### src/design/plu3_pkg.sv
`default_nettype none

package plu3_pkg;

    // Residue modulo three
    typedef logic [1:0] res3_t;

    localparam res3_t RES_ZERO = 2'd0;
    localparam res3_t RES_ONE  = 2'd1;
    localparam res3_t RES_TWO  = 2'd2;

    // Result sequence of one point: held point, one third, two thirds, new point
    typedef enum logic [3:0] {
        STEP_BASE  = 4'b0001,
        STEP_THIRD = 4'b0010,
        STEP_TWO   = 4'b0100,
        STEP_END   = 4'b1000
    } step_t;

endpackage

`default_nettype wire

### src/design/plu3_if.sv
`default_nettype none

// Stroke point channel
interface plu3_point_if #(
    parameter int COORD_WIDTH = 32,
    parameter int TIME_WIDTH  = 32
);
    logic                          valid;
    logic                          ready;
    logic signed [COORD_WIDTH-1:0] pos_x;
    logic signed [COORD_WIDTH-1:0] pos_y;
    logic        [TIME_WIDTH-1:0]  stamp;
    logic                          final_point;

    modport source (output valid, pos_x, pos_y, stamp, final_point, input ready);
    modport sink   (input valid, pos_x, pos_y, stamp, final_point, output ready);
endinterface

// Upsampled point channel
interface plu3_result_if #(
    parameter int COORD_WIDTH = 32,
    parameter int TIME_WIDTH  = 32
);
    logic                          valid;
    logic                          ready;
    logic signed [COORD_WIDTH-1:0] out_x;
    logic signed [COORD_WIDTH-1:0] out_y;
    logic        [TIME_WIDTH-1:0]  out_stamp;
    logic                          run_last;

    modport source (output valid, out_x, out_y, out_stamp, run_last, input ready);
    modport sink   (input valid, out_x, out_y, out_stamp, run_last, output ready);
endinterface

// Configuration write channel (time enable)
interface plu3_cfg_if;
    logic valid;
    logic ready;
    logic data;

    modport source (output valid, data, input ready);
    modport sink   (input valid, data, output ready);
endinterface

`default_nettype wire

### src/design/plu3_div3.sv
`default_nettype none

// Unsigned division by three. The running remainder of long division is
// found for every bit at once: since 2 = -1 mod 3, the remainder of the
// bits above a position is a signed suffix sum of bits, taken by a
// log-depth scan of residue additions.
module plu3_div3
    import plu3_pkg::*;
#(
    parameter int WIDTH = 32
) (
    input  wire logic [WIDTH-1:0] dividend,
    output logic      [WIDTH-1:0] quotient,
    output res3_t                 remainder
);

    localparam int LVLS = $clog2(WIDTH);

    res3_t scan   [0:LVLS][0:WIDTH-1];
    res3_t rem_at [0:WIDTH];

    function automatic res3_t add_mod3(input res3_t a, input res3_t b);
        logic [2:0] s;
        s = {1'b0, a} + {1'b0, b};
        return (s >= 3'd3) ? res3_t'(s - 3'd3) : res3_t'(s);
    endfunction

    function automatic res3_t neg_mod3(input res3_t a);
        res3_t n;
        case (a)
            RES_ONE: n = RES_TWO;
            RES_TWO: n = RES_ONE;
            default: n = RES_ZERO;
        endcase
        return n;
    endfunction

    always_comb
    begin
        // Seed: bit weight alternates between +1 and -1 modulo three
        for (int j = 0; j < WIDTH; j++)
        begin
            if (dividend[j])
                scan[0][j] = (j % 2 == 1) ? RES_TWO : RES_ONE;
            else
                scan[0][j] = RES_ZERO;
        end

        // Suffix scan towards the top bit
        for (int l = 0; l < LVLS; l++)
        begin
            for (int j = 0; j < WIDTH; j++)
            begin
                if (j + (1 << l) < WIDTH)
                    scan[l+1][j] = add_mod3(scan[l][j], scan[l][j + (1 << l)]);
                else
                    scan[l+1][j] = scan[l][j];
            end
        end

        // Remainder of the value above and including each bit
        rem_at[WIDTH] = RES_ZERO;
        for (int j = 0; j < WIDTH; j++)
        begin
            rem_at[j] = (j % 2 == 1) ? neg_mod3(scan[LVLS][j]) : scan[LVLS][j];
        end

        // Quotient bit set where 2*r + bit reaches three
        for (int j = 0; j < WIDTH; j++)
        begin
            quotient[j] = (rem_at[j+1] == RES_TWO) ||
                          ((rem_at[j+1] == RES_ONE) && dividend[j]);
        end

        remainder = rem_at[0];
    end

endmodule

`default_nettype wire

### src/design/polyline_upsample_by_three.sv
`default_nettype none

// Linear upsampling of a pen stroke by three.
// points : stroke points (pos_x, pos_y, stamp, final_point), valid/ready.
// results: upsampled points (out_x, out_y, out_stamp, run_last), valid/ready.
// cfg    : one-bit time enable write, always ready; write only while idle.
// For each point after the first of a stroke the block emits the held point
// and the points one and two thirds of the way to the new one; a final point
// also emits itself and closes the stroke. run_last marks the last result of
// each point. A first point that is not final emits nothing.
// A point passes through the input register and the sequencing stage before
// its first result is in the result register. Throughput: one result per
// cycle while results is ready, set by the single result register. The
// division by three sits between the input register and the sequencing stage.
// A new point is taken while the result register still waits: when results
// stalls, the sequencer and then the input register hold and points.ready
// falls. Reset clears the held stroke and sets the time enable.
module polyline_upsample_by_three
    import plu3_pkg::*;
#(
    parameter int COORD_WIDTH = 32,
    parameter int TIME_WIDTH  = 32
) (
    input  wire logic      clk,
    input  wire logic      rst_n,
    plu3_point_if.sink     points,
    plu3_result_if.source  results,
    plu3_cfg_if.sink       cfg
);

    localparam int CW = COORD_WIDTH;
    localparam int TW = TIME_WIDTH;

    // Configuration
    logic time_en_reg;

    // Held point of the stroke
    logic          have_prev_reg;
    logic [CW-1:0] prev_x_reg;
    logic [CW-1:0] prev_y_reg;
    logic [TW-1:0] prev_t_reg;

    // Input register
    logic          a_valid_reg;
    logic          a_valid_next;
    logic          a_hp_reg;
    logic          a_fin_reg;
    logic [CW-1:0] a_x_reg;
    logic [CW-1:0] a_y_reg;
    logic [TW-1:0] a_t_reg;
    logic [CW-1:0] a_px_reg;
    logic [CW-1:0] a_py_reg;
    logic [TW-1:0] a_pt_reg;

    // Sequencing stage
    logic          b_valid_reg;
    logic          b_valid_next;
    step_t         step_reg;
    step_t         step_next;
    logic          b_fin_reg;
    logic [CW-1:0] b_x_base_reg;
    logic [CW-1:0] b_y_base_reg;
    logic [TW-1:0] b_t_base_reg;
    logic          b_x_neg_reg;
    logic          b_y_neg_reg;
    logic [CW-1:0] b_x_quo_reg;
    logic [CW-1:0] b_y_quo_reg;
    logic [TW-1:0] b_t_quo_reg;
    logic          b_x_r2_reg;
    logic          b_y_r2_reg;
    logic          b_t_r2_reg;
    logic [CW-1:0] b_x_end_reg;
    logic [CW-1:0] b_y_end_reg;
    logic [TW-1:0] b_t_end_reg;

    // Result register
    logic          out_valid_reg;
    logic          out_valid_next;
    logic [CW-1:0] out_x_reg;
    logic [CW-1:0] out_y_reg;
    logic [TW-1:0] out_t_reg;
    logic          out_last_reg;
    logic [CW-1:0] out_x_next;
    logic [CW-1:0] out_y_next;
    logic [TW-1:0] out_t_next;

    // Handshake control
    logic accept;
    logic a_to_b;
    logic b_free;
    logic b_done;
    logic b_has_res;
    logic is_last;
    logic out_free;
    logic emit;

    // Deltas and thirds
    logic [CW:0]   dx_fwd;
    logic [CW:0]   dx_bwd;
    logic [CW:0]   dy_fwd;
    logic [CW:0]   dy_bwd;
    logic          x_neg;
    logic          y_neg;
    logic [CW-1:0] x_mag;
    logic [CW-1:0] y_mag;
    logic [TW-1:0] t_mag;
    logic [CW-1:0] x_quo;
    logic [CW-1:0] y_quo;
    logic [TW-1:0] t_quo;
    res3_t         x_rem;
    res3_t         y_rem;
    res3_t         t_rem;

    // Offsets for the current step
    logic [CW:0]   part_x;
    logic [CW:0]   part_y;
    logic [TW:0]   part_t;
    logic [CW:0]   sum_x;
    logic [CW:0]   sum_y;
    logic [TW:0]   sum_t;

    // Configuration write
    assign cfg.ready = 1'b1;

    always_ff @(posedge clk or negedge rst_n)
    begin
        if (!rst_n)
            time_en_reg <= 1'b1;
        else if (cfg.valid)
            time_en_reg <= cfg.data;
    end

    // Flow control across the three stages
    assign out_free  = !out_valid_reg || results.ready;
    assign b_has_res = b_valid_reg && !((step_reg == STEP_END) && !b_fin_reg);
    assign is_last   = (step_reg == STEP_END) || ((step_reg == STEP_TWO) && !b_fin_reg);
    assign emit      = b_has_res && out_free;
    assign b_done    = b_valid_reg && (!b_has_res || (out_free && is_last));
    assign b_free    = !b_valid_reg || b_done;
    assign a_to_b    = a_valid_reg && b_free;
    assign points.ready = !a_valid_reg || a_to_b;
    assign accept    = points.valid && points.ready;

    assign a_valid_next   = accept ? 1'b1 : (a_to_b ? 1'b0 : a_valid_reg);
    assign b_valid_next   = a_to_b ? 1'b1 : (b_done ? 1'b0 : b_valid_reg);
    assign out_valid_next = emit ? 1'b1 : (results.ready ? 1'b0 : out_valid_reg);

    // Load the first step when a point enters; advance it on each result but the last
    always_comb
    begin
        step_next = step_reg;
        if (a_to_b)
            step_next = a_hp_reg ? STEP_BASE : STEP_END;
        else if (emit && !is_last)
        begin
            case (step_reg)
                STEP_BASE:  step_next = STEP_THIRD;
                STEP_THIRD: step_next = STEP_TWO;
                STEP_TWO:   step_next = STEP_END;
                default:    step_next = STEP_END;
            endcase
        end
    end

    always_ff @(posedge clk or negedge rst_n)
    begin
        if (!rst_n)
        begin
            a_valid_reg   <= 1'b0;
            b_valid_reg   <= 1'b0;
            out_valid_reg <= 1'b0;
            have_prev_reg <= 1'b0;
            step_reg      <= STEP_END;
        end
        else
        begin
            a_valid_reg   <= a_valid_next;
            b_valid_reg   <= b_valid_next;
            out_valid_reg <= out_valid_next;
            step_reg      <= step_next;
            if (accept)
                have_prev_reg <= !points.final_point;
        end
    end

    // Hold the latest point of the stroke
    always_ff @(posedge clk or negedge rst_n)
    begin
        if (!rst_n)
        begin
            prev_x_reg <= '0;
            prev_y_reg <= '0;
            prev_t_reg <= '0;
        end
        else if (accept)
        begin
            prev_x_reg <= points.pos_x;
            prev_y_reg <= points.pos_y;
            prev_t_reg <= points.stamp;
        end
    end

    // Capture the point with a snapshot of the held one
    always_ff @(posedge clk)
    begin
        if (accept)
        begin
            a_x_reg    <= points.pos_x;
            a_y_reg    <= points.pos_y;
            a_t_reg    <= points.stamp;
            a_fin_reg  <= points.final_point;
            a_hp_reg   <= have_prev_reg;
            a_px_reg   <= prev_x_reg;
            a_py_reg   <= prev_y_reg;
            a_pt_reg   <= prev_t_reg;
        end
    end

    // Exact signed deltas as sign and magnitude; time delta wraps
    assign dx_fwd = {a_x_reg[CW-1], a_x_reg} - {a_px_reg[CW-1], a_px_reg};
    assign dx_bwd = {a_px_reg[CW-1], a_px_reg} - {a_x_reg[CW-1], a_x_reg};
    assign dy_fwd = {a_y_reg[CW-1], a_y_reg} - {a_py_reg[CW-1], a_py_reg};
    assign dy_bwd = {a_py_reg[CW-1], a_py_reg} - {a_y_reg[CW-1], a_y_reg};
    assign x_neg  = dx_fwd[CW];
    assign y_neg  = dy_fwd[CW];
    assign x_mag  = x_neg ? dx_bwd[CW-1:0] : dx_fwd[CW-1:0];
    assign y_mag  = y_neg ? dy_bwd[CW-1:0] : dy_fwd[CW-1:0];
    assign t_mag  = a_t_reg - a_pt_reg;

    plu3_div3 #(.WIDTH(CW)) u_div_x (
        .dividend  (x_mag),
        .quotient  (x_quo),
        .remainder (x_rem)
    );

    plu3_div3 #(.WIDTH(CW)) u_div_y (
        .dividend  (y_mag),
        .quotient  (y_quo),
        .remainder (y_rem)
    );

    plu3_div3 #(.WIDTH(TW)) u_div_t (
        .dividend  (t_mag),
        .quotient  (t_quo),
        .remainder (t_rem)
    );

    // Load the sequencing stage
    always_ff @(posedge clk)
    begin
        if (a_to_b)
        begin
            b_fin_reg    <= a_fin_reg;
            b_x_base_reg <= a_px_reg;
            b_y_base_reg <= a_py_reg;
            b_t_base_reg <= a_pt_reg;
            b_x_neg_reg  <= x_neg;
            b_y_neg_reg  <= y_neg;
            b_x_quo_reg  <= x_quo;
            b_y_quo_reg  <= y_quo;
            b_t_quo_reg  <= t_quo;
            b_x_r2_reg   <= (x_rem == RES_TWO);
            b_y_r2_reg   <= (y_rem == RES_TWO);
            b_t_r2_reg   <= (t_rem == RES_TWO);
            b_x_end_reg  <= a_x_reg;
            b_y_end_reg  <= a_y_reg;
            b_t_end_reg  <= a_t_reg;
        end
    end

    // Offset per step: zero, q, or 2q plus one where the remainder is two
    always_comb
    begin
        case (step_reg)
            STEP_THIRD:
            begin
                part_x = {1'b0, b_x_quo_reg};
                part_y = {1'b0, b_y_quo_reg};
                part_t = {1'b0, b_t_quo_reg};
            end
            STEP_TWO:
            begin
                part_x = {b_x_quo_reg, b_x_r2_reg};
                part_y = {b_y_quo_reg, b_y_r2_reg};
                part_t = {b_t_quo_reg, b_t_r2_reg};
            end
            default:
            begin
                part_x = '0;
                part_y = '0;
                part_t = '0;
            end
        endcase
    end

    assign sum_x = b_x_neg_reg ? ({b_x_base_reg[CW-1], b_x_base_reg} - part_x)
                               : ({b_x_base_reg[CW-1], b_x_base_reg} + part_x);
    assign sum_y = b_y_neg_reg ? ({b_y_base_reg[CW-1], b_y_base_reg} - part_y)
                               : ({b_y_base_reg[CW-1], b_y_base_reg} + part_y);
    assign sum_t = {1'b0, b_t_base_reg} + part_t;

    // Pick the new point on the closing step; drop the stamp when disabled
    assign out_x_next = (step_reg == STEP_END) ? b_x_end_reg : sum_x[CW-1:0];
    assign out_y_next = (step_reg == STEP_END) ? b_y_end_reg : sum_y[CW-1:0];
    assign out_t_next = !time_en_reg ? '0 :
                        ((step_reg == STEP_END) ? b_t_end_reg : sum_t[TW-1:0]);

    always_ff @(posedge clk)
    begin
        if (emit)
        begin
            out_x_reg    <= out_x_next;
            out_y_reg    <= out_y_next;
            out_t_reg    <= out_t_next;
            out_last_reg <= is_last;
        end
    end

    assign results.valid     = out_valid_reg;
    assign results.out_x     = out_x_reg;
    assign results.out_y     = out_y_reg;
    assign results.out_stamp = out_t_reg;
    assign results.run_last  = out_last_reg;

    // The last result of a point always frees the sequencing stage
    assert property (@(posedge clk) disable iff (!rst_n)
        (emit && is_last) |-> b_done)
        else $error("last result emitted without releasing the sequencer");

    // A point is never taken over an input register that cannot drain
    assert property (@(posedge clk) disable iff (!rst_n)
        accept |-> (!a_valid_reg || b_free))
        else $error("input register overwritten while occupied");

    // Division by three is exact: 3q + r rebuilds the magnitude
    assert property (@(posedge clk) disable iff (!rst_n)
        a_valid_reg |-> (({1'b0, x_quo, 1'b0} + {2'b00, x_quo} + {{CW{1'b0}}, x_rem})
                         == {2'b00, x_mag}))
        else $error("x third does not match its delta");

    // A stalled result is never replaced by a fresh one
    assert property (@(posedge clk) disable iff (!rst_n)
        (out_valid_reg && !results.ready) |-> !emit)
        else $error("result register loaded while stalled");

endmodule

`default_nettype wire

### src/flat_wrapper.sv
// flat-port wrapper written by rule: the top's interface ports become plain ports
module polyline_upsample_by_three_flat import plu3_pkg::*;
#(
    parameter int COORD_WIDTH = 32,
    parameter int TIME_WIDTH  = 32
)
  (clk, rst_n, points_valid, points_pos_x, points_pos_y, points_stamp, points_final_point, points_ready, results_valid, results_out_x, results_out_y, results_out_stamp, results_run_last, results_ready, cfg_valid, cfg_data, cfg_ready);
  plu3_point_if #(.COORD_WIDTH(COORD_WIDTH), .TIME_WIDTH(TIME_WIDTH)) points_i ();
  plu3_result_if #(.COORD_WIDTH(COORD_WIDTH), .TIME_WIDTH(TIME_WIDTH)) results_i ();
  plu3_cfg_if cfg_i ();
  input  wire logic clk;
  input  wire logic rst_n;
  input wire logic [$bits(points_i.valid)-1:0] points_valid;
  input wire logic [$bits(points_i.pos_x)-1:0] points_pos_x;
  input wire logic [$bits(points_i.pos_y)-1:0] points_pos_y;
  input wire logic [$bits(points_i.stamp)-1:0] points_stamp;
  input wire logic [$bits(points_i.final_point)-1:0] points_final_point;
  output wire logic [$bits(points_i.ready)-1:0] points_ready;
  output wire logic [$bits(results_i.valid)-1:0] results_valid;
  output wire logic [$bits(results_i.out_x)-1:0] results_out_x;
  output wire logic [$bits(results_i.out_y)-1:0] results_out_y;
  output wire logic [$bits(results_i.out_stamp)-1:0] results_out_stamp;
  output wire logic [$bits(results_i.run_last)-1:0] results_run_last;
  input wire logic [$bits(results_i.ready)-1:0] results_ready;
  input wire logic [$bits(cfg_i.valid)-1:0] cfg_valid;
  input wire logic [$bits(cfg_i.data)-1:0] cfg_data;
  output wire logic [$bits(cfg_i.ready)-1:0] cfg_ready;
  assign points_i.valid = points_valid;
  assign points_i.pos_x = points_pos_x;
  assign points_i.pos_y = points_pos_y;
  assign points_i.stamp = points_stamp;
  assign points_i.final_point = points_final_point;
  assign points_ready = points_i.ready;
  assign results_valid = results_i.valid;
  assign results_out_x = results_i.out_x;
  assign results_out_y = results_i.out_y;
  assign results_out_stamp = results_i.out_stamp;
  assign results_run_last = results_i.run_last;
  assign results_i.ready = results_ready;
  assign cfg_i.valid = cfg_valid;
  assign cfg_i.data = cfg_data;
  assign cfg_ready = cfg_i.ready;
  polyline_upsample_by_three #(.COORD_WIDTH(COORD_WIDTH), .TIME_WIDTH(TIME_WIDTH)) u_core (.clk(clk), .rst_n(rst_n), .points(points_i), .results(results_i), .cfg(cfg_i));
endmodule
### config.mk
export PLATFORM = sky130hd
export DESIGN_NAME = polyline_upsample_by_three_flat
export DESIGN_NICKNAME = d
export VERILOG_FILES = /design/src/design/plu3_pkg.sv /design/src/design/plu3_if.sv /design/src/design/plu3_div3.sv /design/src/design/polyline_upsample_by_three.sv /design/src/flat_wrapper.sv
export SDC_FILE = /design/constraint.sdc
export NUM_CORES = 2
export LEC_CHECK = 0
export ABC_AREA = 1
export CAP_MARGIN = 10
export CORE_ASPECT_RATIO = 2
export CORE_MARGIN = 2
export CORE_UTILIZATION = 25
export DETAILED_ROUTE_END_ITERATION = 16
export DONT_BUFFER_PORTS = 1
export GPL_ROUTABILITY_DRIVEN = 0
export PLACE_DENSITY_LB_ADDON = 0.25
export SLEW_MARGIN = 5
export SYNTH_ARGS = -nofsm -noshare
export SYNTH_HDL_FRONTEND = slang
export SYNTH_SLANG_ARGS = --single-unit
### constraint.sdc
create_clock -name clk -period 34.9 [get_ports clk]
set_input_delay 6.98 -clock clk [delete_from_list [all_inputs] [get_ports clk]]
set_output_delay 6.98 -clock clk [all_outputs]
set_load 0.01 [all_outputs]
==> results.ini <==
[grt]
grt_pass1_vias = 56800
grt_pass1_wl_mm = 355
overflow = 0
grt_usage_pct = 17.7
antenna_found_initial = 23
grt_start_max_net_pins = 154

[clocking]
cts_resized = 0
worstSkewPairLatency_ps = 700
clk_path_buf_depth = 3
cts_max_level = 3
cts_tree = built
clock-sinks = 687
cts-root-buf = clkbuf_16
ctsHoldBuffers = 0
post_cts_buffers = 0
clk_pin_slew_ps = 80
cts_buffers = 76

[placed_design]
dpl.hpwl_mm = 207
portBuffers = 0
placed_area_sq_mm = 0.0719

[synthesis]
yosys.area.top_type = edfxtp_1
synth_top_area_share_pct = 25.8
synth_xor_area_share_pct = 6.27
synth_fa_ha_area_share_pct = 24.4
synth_top_family_by_area = adder cells
ys.flop_type = edfxtp_1
synth_nets = 9432
ys_seq_elements = 687
synth-compound-area-share_pct = 10.9
synth-edff-count = 582
async_reset_ff_share_pct = 15.3
synthDistinctLibCells = 63
muxShareOfSynthArea_pct = 2.42
yosysSeqAreaShare_pct = 29.7
synth_area_sq_mm = 0.0677
syn_area_per_cell_sq_um = 8.26
ys_top_cells_by_area = edfxtp_1, ha_1, nand2_1
synth_warnings = 0
synth-simple-area-share_pct = 17.8
synth_cells = 8195

[setup_path]
rrSetupSlack_ps = 23360
startpoint_type = input pin
worstPathCellList = nor2_1 -> inv_1 -> a21oi_1 -> nand2_1
critPathTopFamily = simple AND/OR/NAND/NOR gates
rr_worst_depth = 45
max_stage_delay_ps = 510
timing.rr.end = u_core.b_x_quo_reg[6]
crit_buf_inv = 1
required_ps = 27920
worst_ep_arrival_time_ps = 8570
cp-end-kind = primary output
crit_path_max_fanout = 3
r2r_start = u_core.a_x_reg[0]
critPathSlowestCell = nor2_1
critPathKind = input pin to primary output

[timing]
fmax_mhz = 64.3
hold_viol = 0
fin_worst_skew_ps = 35.2
period_share_pct = 44.5
slew_violations = 0
slew_headroom_pct = 10.5
rsz0062_at_grt = false
timing_worst_slew_pin_value_ps = 1330
setup-tns-final_ps = 0
setup_violations = 0
min_period_ps = 15550

[route]
dr.pass1.iters = 8
drc_errors = 0
drt_iter0_markers = 3138
vias = 55100
viasPerCell = 4.66
routedWlPerCell_um = 21.0
wl_mm = 248
route.antenna.remaining_nets = 0

[floorplan]
boundaryPins = 203
dieArea_sq_mm = 0.275
start_util_pct = 25.1
rows = 270
die_h_um = 740
fp.dieW_um = 372
core_area_sq_mm = 0.270

[worst_hold_path]
holdPathEnd = u_core.b_fin_reg
min_path_cells = 0
min_from = u_core.a_fin_reg
hold_path_class = flop to flop

[finish]
fin_nets = 9435
multi_input_area_sq_mm = 0.0418
stdcell_area_sq_mm = 0.0746
seqCellArea_sq_mm = 0.0201
fin_util_pct = 27.6
area_delta_synth_final_pct = 10.1
drive_gt1_share_pct = 5.47
n_fill_cell = 28800

[run]
maxCapViolCount = 0

[run_status]
status = finished clean

## cell usage in the layout, fill, tap and decap left out, drive strengths merged, types with 43 or more instances in the layout
cell and count:
nand3b 55, a211o 73, xnor2 138, inv 1422, nor3 50, a21oi 340, mux2 139, clkbuf 82
edfxtp 582, ha 828, fa 306, nand2 1732, or2 43, dfrtp 103, o22ai 93, o21ai 545
xor2 344, nand3 254, nor2 794, o21bai 58
## through the flow
| step | worst slack (ps) | instances | hold slack [ps] |
|---|---|---|---|
| 2_1_floorplan | 13550 | 8195 | 400 |
| 3_3_place_gp | 19340 | 11700 | 414 |
| 3_5_place_dp | 19380 | 11700 | 415 |
| 4_1_cts | 19380 | 11800 | 431 |
| 5_1_grt | 19320 | 11800 | 445 |
| 6_report | 19350 | 11800 | 431 |
## how the worst max path moves through the flow
stage,start,endpoint,cells past startpoint
finish,results_ready,points_ready,4
global placement,results_ready,points_ready,4
detailed placement,results_ready,points_ready,4
CTS,results_ready,points_ready,4
global route,results_ready,points_ready,4
floorplan,results_ready,u_core.step_reg[3],7
## per-layer routing
metal | GRT usage, % | share of wire (%) | vias up | routed length (um)
met5 | 0 | 0.055 | - | 137
met4 | 14.8 | 9.8 | 18 | 24200
met3 | 3.24 | 4.9 | 637 | 12200
met2 | 34.8 | 54 | 1363 | 135000
met1 | 14.9 | 31 | 26200 | 76300
li1 | - | - | 26900 | -
## logic make-up after synthesis
group | Yosys count
and+or+nand+nor | 2967
buffers and inverters | 1516
AOI/OAI and AO/OA | 1262
adders and majority gates | 1134
DFF | 687
xor gates and xnor gates | 482
muxes | 146
other | 1
## synthesized netlist by cell type (all sizes together) (2+ instances only)
| library cell | number |
|---|---|
| o21a | 20 |
| o2111ai | 2 |
| dfrtp | 103 |
| a21o | 40 |
| o211ai | 14 |
| dfstp | 2 |
| ha | 828 |
| a21boi | 8 |
| a22oi | 2 |
| a21oi | 340 |
| nand2 | 1732 |
| mux2i | 7 |
| nand3 | 254 |
| mux2 | 139 |
| nor2 | 794 |
| or2 | 43 |
| xor2 | 344 |
| clkbuf | 52 |
| nand2b | 2 |
| o22ai | 93 |
| nor4 | 7 |
| and3 | 2 |
| o31ai | 13 |
| fa | 306 |
| o311ai | 3 |
| buf | 56 |
| nand4 | 25 |
| a31oi | 32 |
| o21ai | 545 |
| o21bai | 58 |
| a221oi | 4 |
| xnor2 | 138 |
| a211o | 73 |
| nor3 | 50 |
| edfxtp | 582 |
| nand3b | 55 |
| and2 | 3 |
| a211oi | 2 |
| inv | 1408 |
| o221ai | 8 |
## layout make-up
cell class | instances | share of cell area (%)
Clock inverter | 60 | 0.863
Antenna cell | 17 | 0.0571
Timing Repair Buffer | 33 | 0.366
Inverter | 1408 | 7.11
Multi-Input combinational cell | 5992 | 56.1
Sequential cell | 687 | 27.0
Tap cell | 3536 | 5.93
Clock buffer | 82 | 2.65
Power is left out: the tool's default activity adds up to more than one toggle a clock period on the data nets, which glitch-free logic cannot reach.
